<file path="config.mk">
export PLATFORM = sky130hd
export DESIGN_NAME = vsl_vcell
export DESIGN_NICKNAME = d
export VERILOG_FILES = /design/src/rtl/vector_slerp_2d_core_defines.svh /design/src/rtl/vsl_pkg.sv /design/src/rtl/vsl_vcell.sv
export SDC_FILE = /design/constraint.sdc
export NUM_CORES = 2
export LEC_CHECK = 0
export CORE_AREA = 2 2 390 392
export CTS_CLUSTER_SIZE = 14
export DETAILED_ROUTE_END_ITERATION = 6
export DIE_AREA = 0 0 392 394
export DONT_BUFFER_PORTS = 1
export PLACE_DENSITY = 0.62
export SYNTH_ARGS = -nofsm -noshare
export SYNTH_HDL_FRONTEND = slang
export SYNTH_SLANG_ARGS = --single-unit
export TNS_END_PERCENT = 10
</file>
<file path="constraint.sdc">
create_clock -name i_clk -period 24.4 [get_ports i_clk]
set_input_delay 1.22 -clock i_clk [delete_from_list [all_inputs] [get_ports i_clk]]
set_output_delay 1.22 -clock i_clk [all_outputs]
set_load 0.01 [all_outputs]
</file>
<file path="src/rtl/vector_slerp_2d_core_defines.svh">
// ============================================================================
// vector_slerp_2d_core_defines.svh
// Assertion macros for the vector slerp RTL.
// ============================================================================
`ifndef VECTOR_SLERP_2D_CORE_DEFINES_SVH
`define VECTOR_SLERP_2D_CORE_DEFINES_SVH
`ifndef ASSERT_OFF
`define VSL_ASSERT(lbl, prop, msg) \
    lbl: assert property (@(posedge i_clk) disable iff (!i_rst_n) prop) else $error(msg);
`define VSL_ASSERT_RST(lbl, prop, msg) \
    lbl: assert property (@(posedge i_clk) prop) else $error(msg);
`else
`define VSL_ASSERT(lbl, prop, msg)
`define VSL_ASSERT_RST(lbl, prop, msg)
`endif
`endif

</file>
<file path="src/rtl/vsl_pkg.sv">
// ============================================================================
// vsl_pkg
// Types, constants and the arc tangent table of the vector slerp pipeline.
// ============================================================================
package vsl_pkg;

    localparam int COMP_WIDTH   = 16;
    localparam int W_BITS       = 17;
    localparam int CORDIC_ITERS = 16;
    localparam int EXT_BITS     = ((32 - COMP_WIDTH) < 8) ? (32 - COMP_WIDTH) : 8;
    localparam logic [W_BITS-1:0] ONE_Q16   = W_BITS'(65536);
    localparam logic [28:0]       INVK2_Q30 = 29'd395948877;

    // squared length, isqrt operand and root
    localparam int SA_BITS  = 2 * COMP_WIDTH;
    localparam int SQ_BITS  = SA_BITS + 2 * EXT_BITS;
    localparam int SQ_STEPS = SQ_BITS / 2;
    localparam int LEN_BITS = SQ_STEPS;

    // vectoring datapath: operands normalized to at least 2^NORM_TOP
    localparam int NORM_TOP  = 39;
    localparam int VW        = NORM_TOP + 5;
    localparam int RW        = LEN_BITS + 4;
    localparam int VEC_CELLS = (SQ_STEPS > CORDIC_ITERS) ? SQ_STEPS : CORDIC_ITERS;
    localparam int IDX_BITS  = $clog2(VEC_CELLS + 1);

    typedef struct packed {
        logic signed [COMP_WIDTH-1:0] a_x;
        logic signed [COMP_WIDTH-1:0] a_y;
        logic signed [COMP_WIDTH-1:0] b_x;
        logic signed [COMP_WIDTH-1:0] b_y;
        logic [W_BITS-1:0]            weight;
    } t_in;

    typedef struct packed {
        logic signed [COMP_WIDTH-1:0] out_x;
        logic signed [COMP_WIDTH-1:0] out_y;
        logic                         degenerate;
        logic                         saturated;
    } t_out;

    typedef struct packed {
        logic signed [VW-1:0] x;
        logic signed [VW-1:0] y;
        logic [31:0]          z;
    } t_vec;

    typedef struct packed {
        logic [SQ_BITS-1:0] v;
        logic [SQ_BITS-1:0] r;
    } t_sqrt;

    typedef struct packed {
        logic                       valid;
        logic                       degen;
        logic                       flat;
        logic                       same;
        logic [W_BITS-1:0]          w;
        logic signed [COMP_WIDTH:0] blend_x;
        logic signed [COMP_WIDTH:0] blend_y;
        logic [IDX_BITS-1:0]        idx;
        t_vec                       va;
        t_vec                       vb;
        t_sqrt                      sa;
        t_sqrt                      sb;
    } t_vstage;

    typedef struct packed {
        logic                       valid;
        logic                       degen;
        logic                       flat;
        logic [31:0]                anga;
        logic signed [COMP_WIDTH:0] blend_x;
        logic signed [COMP_WIDTH:0] blend_y;
        logic [IDX_BITS-1:0]        idx;
        logic signed [RW-1:0]       x;
        logic signed [RW-1:0]       y;
        logic signed [31:0]         z;
    } t_rstage;

    // atan(2^-i) as a fraction of a full turn
    function automatic logic [31:0] atan_turn(input logic [IDX_BITS-1:0] i);
        logic [31:0] v;
        case (i)
            0:       v = 32'h20000000;
            1:       v = 32'h12E4051E;
            2:       v = 32'h09FB385B;
            3:       v = 32'h051111D4;
            4:       v = 32'h028B0D43;
            5:       v = 32'h0145D7E1;
            6:       v = 32'h00A2F61E;
            7:       v = 32'h00517C55;
            8:       v = 32'h0028BE53;
            9:       v = 32'h00145F2F;
            10:      v = 32'h000A2F98;
            11:      v = 32'h000517CC;
            12:      v = 32'h00028BE6;
            13:      v = 32'h000145F3;
            14:      v = 32'h0000A2FA;
            15:      v = 32'h0000517D;
            16:      v = 32'h000028BE;
            17:      v = 32'h0000145F;
            18:      v = 32'h00000A30;
            19:      v = 32'h00000518;
            20:      v = 32'h0000028C;
            21:      v = 32'h00000146;
            22:      v = 32'h000000A3;
            23:      v = 32'h00000051;
            24:      v = 32'h00000029;
            25:      v = 32'h00000014;
            26:      v = 32'h0000000A;
            27:      v = 32'h00000005;
            28:      v = 32'h00000003;
            29:      v = 32'h00000001;
            30:      v = 32'h00000001;
            default: v = 32'h00000000;
        endcase
        return v;
    endfunction

endpackage

</file>
<file path="src/rtl/vsl_vcell.sv">
// ============================================================================
// vsl_vcell
// One vectoring cell: a CORDIC vectoring step for both vectors while the index
// is below CORDIC_ITERS, and one square root digit of both squared lengths.
// ============================================================================
module vsl_vcell (
    input  logic             i_clk,
    input  logic             i_rst_n,
    input  logic             i_en,
    input  vsl_pkg::t_vstage i_s,
    output vsl_pkg::t_vstage o_s
);
    import vsl_pkg::*;

    localparam int SHW = $clog2(SQ_BITS);

    t_vstage r_s, n_s;

    function automatic t_vec vec_step(input t_vec a, input logic [IDX_BITS-1:0] i);
        t_vec                 o;
        logic signed [VW-1:0] dx, dy;
        dx = a.y >>> i;
        dy = a.x >>> i;
        if (a.y[VW-1]) begin
            o.x = a.x - dx;
            o.y = a.y + dy;
            o.z = a.z - atan_turn(i);
        end else begin
            o.x = a.x + dx;
            o.y = a.y - dy;
            o.z = a.z + atan_turn(i);
        end
        return o;
    endfunction

    function automatic t_sqrt sqrt_step(input t_sqrt a, input logic [IDX_BITS-1:0] i);
        t_sqrt              o;
        logic [SHW-1:0]     sh;
        logic [SQ_BITS-1:0] b, tr;
        sh = SHW'(SQ_BITS - 2) - SHW'({i, 1'b0});
        b  = SQ_BITS'(1) << sh;
        tr = a.r + b;
        if (a.v >= tr) begin
            o.v = a.v - tr;
            o.r = (a.r >> 1) + b;
        end else begin
            o.v = a.v;
            o.r = a.r >> 1;
        end
        return o;
    endfunction

    always_comb begin
        n_s = i_s;
        if (i_s.idx < IDX_BITS'(CORDIC_ITERS)) begin
            n_s.va = vec_step(i_s.va, i_s.idx);
            n_s.vb = vec_step(i_s.vb, i_s.idx);
        end
        if (i_s.idx < IDX_BITS'(SQ_STEPS)) begin
            n_s.sa = sqrt_step(i_s.sa, i_s.idx);
            n_s.sb = sqrt_step(i_s.sb, i_s.idx);
        end
        n_s.idx = i_s.idx + 1'b1;
    end

    always_ff @(posedge i_clk) begin
        if (!i_rst_n) begin
            r_s.valid <= 1'b0;
        end else if (i_en) begin
            r_s <= n_s;
        end
    end

    assign o_s = r_s;

endmodule

</file>
# == Yosys cells after proc, flatten, opt, wreduce, memory -nomap -nowiden ==
# Memory sizes are Yosys's and may differ from the RTL's.
# Cells that the tools add are included.
# word_totals
regBits,492
rom_bits,3840
in_bits,495
elab_cells,66
memories,4
# op_classes
n_addsub,20
magnitude_cmp,4
shift,5
muxes,14
n_reduce_logical,1
# mem_list
name,words,word_bits,read_ports,rd_ports_with_merged_regs,wr,line_no,source
(no name shown),32,30,1,0,0,vsl_pkg.sv:84,case (i)
(no name shown),32,30,1,0,0,vsl_pkg.sv:84,
(no name shown),32,30,1,0,0,vsl_pkg.sv:84,
(no name shown),32,30,1,0,0,vsl_pkg.sv:84,
# op_table
operator,n
32-bit two-way mux,8
120-bit two-way mux,2
240-bit two-way mux,1
192-bit two-way mux,1
96-bit two-way mux,2
44-bit adder,4
44-bit by 5-bit >>> shifter with 44-bit output,4
44-bit subtractor,4
47-bit by 48-bit adder with 48-bit output,2
48-bit adder,2
48-bit >= comparator,2
48-bit subtractor,2
32-bit adder,2
32-bit subtractor,2
"1-bit by 6-bit left shift with 48-bit output, first input constant",1
"5-bit less-than comparator, second input constant",2
"6-bit subtractor, first input constant",1
"5-bit by 1-bit adder with 5-bit output, second input constant",1
2-bit AND reduction,1

# == Depth between registers and ports, before layout ==
# logic_depth
depth_word,6
mapped_depth,39

# == Worst setup path before layout ==
# Ideal clock, no wire load.
# synth_path
path_kind,input-to-reg
startpoint,input port i_en
endpoint,"register r_s (netlist bit o_s[0]), enable pin"
setup_time_ns,0.917
arrival_time_ns,12.243
slack_ns,11.240
stages,1
n_path_buf,0
path_cell_list,and2_1
# synth_between
elab_chain_cells,1
# synth_rtl
item,line_no,source
"start, declared",vsl_vcell.sv:9,"input logic i_en,"
2-bit AND reduction (no source line),n/a,
"end signal, assigned",vsl_vcell.sv:70,r_s <= n_s;
"end, declared",vsl_vcell.sv:17,"t_vstage r_s, n_s;"
# No other way between the ends.
# A chain may end at the register's enable or synchronous reset.

==> metrics.log <==
[metrics] Post-Route WL: between 200000 and 300000 um
[metrics] count of vias placed by the detailed router: 56210
[metrics] WP data arrival: 9050 ps
[metrics] switching share of total power: between 30% and 40%
[metrics] max FFs per register: just under 500
[metrics] crit-path most repeated cell: o21ai_0
[metrics] Slowest-stage cell, CP: ha_1
[metrics] finished layout cell area: 0.06288 mm2
[metrics] fraction of post-synthesis cell area in the top cell type by area: roughly 25%
[metrics] Max VDD drop: 0.05696 mV
[metrics] die footprint: 0.1544 mm2
[metrics] layout-stage area growth over the synthesis result: 5.270%
[metrics] most used standard cell by instance count after synthesis: nand2_1
[metrics] Max Slew Vio Count: 0
[metrics] number of instances on the worst hold path: 2
[metrics] top cell type by total area after synthesis: edfxtp_1
[metrics] worst reg2reg endpoint: o_s[491]
[metrics] dominant cells by area after synthesis: edfxtp_1 25%, ha_1 9.0%, mux4_2 7.7%
[metrics] area occupied by multi-input gates: 0.04265 mm2
[metrics] hold buffer count at cts: 0
[metrics] dominant synthesized flop cell: edfxtp_1
[metrics] fraction of the cycle the final worst path needs: 35.46%
[metrics] clock insertion delay at the later pin of the skew report: approximately 670 ps
[metrics] worst clock skew: 0 ps
[metrics] Period minus WS final: 8652 ps
[metrics] proportion of power drawn by flip-flops and latches: roughly 32%
[metrics] CTS max path bufs: 3
[metrics] htree depth: 2
[metrics] type of the most critical hold path: reg -> reg
[metrics] final-layout worst hold slack: 583.6 ps
[metrics] total congestion overflow: 0
[metrics] pin count of the biggest net entering global routing: approximately 640
[metrics] DRC violation count after routing: 0
[metrics] fmax: 0.1156 GHz
[metrics] proportion of power drawn by combinational gates: 42.5%
[metrics] total negative slack: 0 ps
[metrics] clock tree root buffer cell: clkbuf_16
[metrics] setup-violating endpoint count in the final report: 0
[metrics] worst path required time: ~25000 ps
[metrics] share of layout cells above drive strength 1: 8.449%
[metrics] Final Hold Vio Count: 0
[metrics] library cells used by synthesis: 110
[metrics] Worst slew margin: 18.38%
[metrics] cts repair resizes: 0
[metrics] TritonCTS clock tree: yes
[metrics] summed instance area of the synthesized netlist: roughly 0.06 mm2
[metrics] leading cell types by count after synthesis: 803 x nand2_1, 674 x o21ai_0, 575 x a21oi_1
[metrics] overall die width: 392 um
[metrics] starting utilization of the core area: 39.65%
[metrics] Critical Path End Type: flop
[metrics] run status: finished, final reports clean
[metrics] Sequential cell area: 0.01476 mm2
[metrics] CP peak stage delay: 700 ps
[metrics] placed wire-length estimate: a little under 200000 um
[metrics] number of fillers in the final layout: 15000
[metrics] number of global-route vias before repair: roughly 53000
[metrics] Sw Pwr: 0.001422 W
[metrics] origin of the worst min-delay path: o_s[491]
[metrics] unrepaired setup endpoints after global routing: no
[metrics] fraction of the yosys area taken by sequential cells: between 20% and 30%
[metrics] Vert. Die Dim: just under 400 um
[metrics] router iterations before antenna repair: 6
[metrics] number of max-capacitance violations reported: 0
[metrics] DRC marker count from the first detailed-route iteration: 5708
[metrics] kind of start point of the critical path: input port
[metrics] number of buffers added on ports: 0
[metrics] Worst Hold Endpoint: o_s[491]
[metrics] clock transition at the registers of the reported paths: 60 ps
[metrics] source of the worst register-to-register timing path: o_s[491]
[metrics] transition at the pin with the smallest max-transition slack: about 1200 ps
[metrics] number of routed nets with antenna violations: 0
[metrics] initial antenna violation count: 13
[metrics] GRT Overall Usage: 30.91%
[metrics] Worst Reg2Reg Path Length in Cells: 2
[metrics] internal power of the cells: 0.002188 W
[metrics] power per standard cell area: around 57 mW/mm2
[metrics] R2R Setup Slk: 23760 ps
[metrics] # nets final: 7585
[metrics] fraction of registers with async set/reset: 0%
[metrics] cell count after synthesis: 6940
[metrics] cts bufs inserted: 61
[metrics] average via count per standard cell: 6.432
[metrics] post-detailed-placement cell area: 0.06090 mm2
[metrics] floorplan row count: approximately 140
[metrics] post-CTS setup buffer count: 0
[metrics] critical path start-end classification: in -> reg
[metrics] post-synth net total: 7873
[metrics] Final GP Congestion: 0.9895
[metrics] proportion of power drawn by the clock network: around 25%
[metrics] # IOs: approximately 1000
[metrics] area of the core region: 0.1507 mm2
[metrics] number of flops mapped to enable cells by yosys: 491
[metrics] static leakage: 23.84 nW
[metrics] Yosys warnings: 0
[metrics] post-route total power: 0.003610 W
[metrics] flop and latch count out of synthesis: roughly 490
[metrics] Synth Area per Inst: approximately 8.6 um2
[metrics] sinks on the clock net: 492
[metrics] maximum fanout count along the critical path: roughly 200
[metrics] average wire length per cell after detail routing: between 20 and 30 um
[metrics] global-route wire length before repair: 360500 um
[worst max-delay path: cells and delay by family]
kind | cells | cell delay [ps]
compound gates | 16 | 3960
fa+ha+maj | 3 | 1440
simple gates | 5 | 1150
buf+inv | 2 | 810
xor+xnor | 2 | 320
[power groups by stage]
stage | Sequential, W | Combinational, W | Clock (W)
floorplan | 0.00116 | 0.00118 | 0
global placement | 0.00118 | 0.00149 | 0
detailed placement | 0.00118 | 0.00150 | 0
CTS | 0.00116 | 0.00151 | 0.000936
global route | 0.00117 | 0.00168 | 0.000965
finish | 0.00116 | 0.00153 | 0.000913
[routing by layer]
layer	GRT usage, %	vias up	wire length (um)
li1	-	25780	-
met1	36.40	26870	91820
met2	51.72	2928	118600
met3	7.854	621	25240
met4	15.84	14	14460
met5	0	-	99
[cells in the final DEF (no fill, tap or decap), types with 53 or more instances in the layout]
cell and instances:
a21o_1 215, a21oi_1 575, a31oi_1 143, and2_1 57
and3_1 89, clkbuf_16 61, edfxtp_1 491, ha_1 429
inv_1 150, mux2_2 105, mux2i_1 120, mux4_2 205
nand2_1 801, nand2b_1 88, nand3_1 91, nand4_1 58
nor2_1 466, nor2b_1 62, nor3_1 163, o21a_1 79
o21ai_0 674, o21bai_1 61, o31ai_1 53, xnor2_1 305
xor2_1 290
[logic make-up after synthesis]
| logic type | count (synthesis) | share of synthesized area (%) |
|---|---|---|
| AO/OA/AOI/OAI | 2362 | 25.06 |
| AND/OR/NAND/NOR | 2056 | 16.17 |
| XOR/XNOR | 596 | 8.751 |
| buffers and inverters | 554 | 4.007 |
| flip-flops | 492 | 24.72 |
| adder cells (fa/ha/maj) | 446 | 9.409 |
| multiplexers | 434 | 11.89 |
[stage by stage]
stage | setup slack, ps | utilization (%) | std cells
floorplan | 11240 | - | 6940
global placement | 15480 | 40.43 | 8619
detailed placement | 15280 | 40.43 | 8619
CTS | 15980 | 41.72 | 8729
global route | 15240 | 41.74 | 8736
finish | 15750 | 41.74 | 8739
[how the worst max path moves through the flow]
stage	startpoint	depth (start not counted)	to
finish	i_s[432]	28	o_s[35]
floorplan	i_en	1	o_s[0]
detailed placement	i_s[432]	28	o_s[35]
CTS	i_s[432]	28	o_s[35]
global placement	i_s[432]	27	o_s[43]
global route	i_s[432]	28	o_s[35]
[layout make-up]
class	instances	share of cell area (%)
diodes	10	0.03979
clock buffers	71	2.487
clock inverters	39	0.6228
inverters	157	0.9531
multi-input cells	5894	67.83
flip-flops and latches	492	23.48
well taps	2030	4.039
repair buffers	46	0.5492
(Power assumes the default switching activity.)
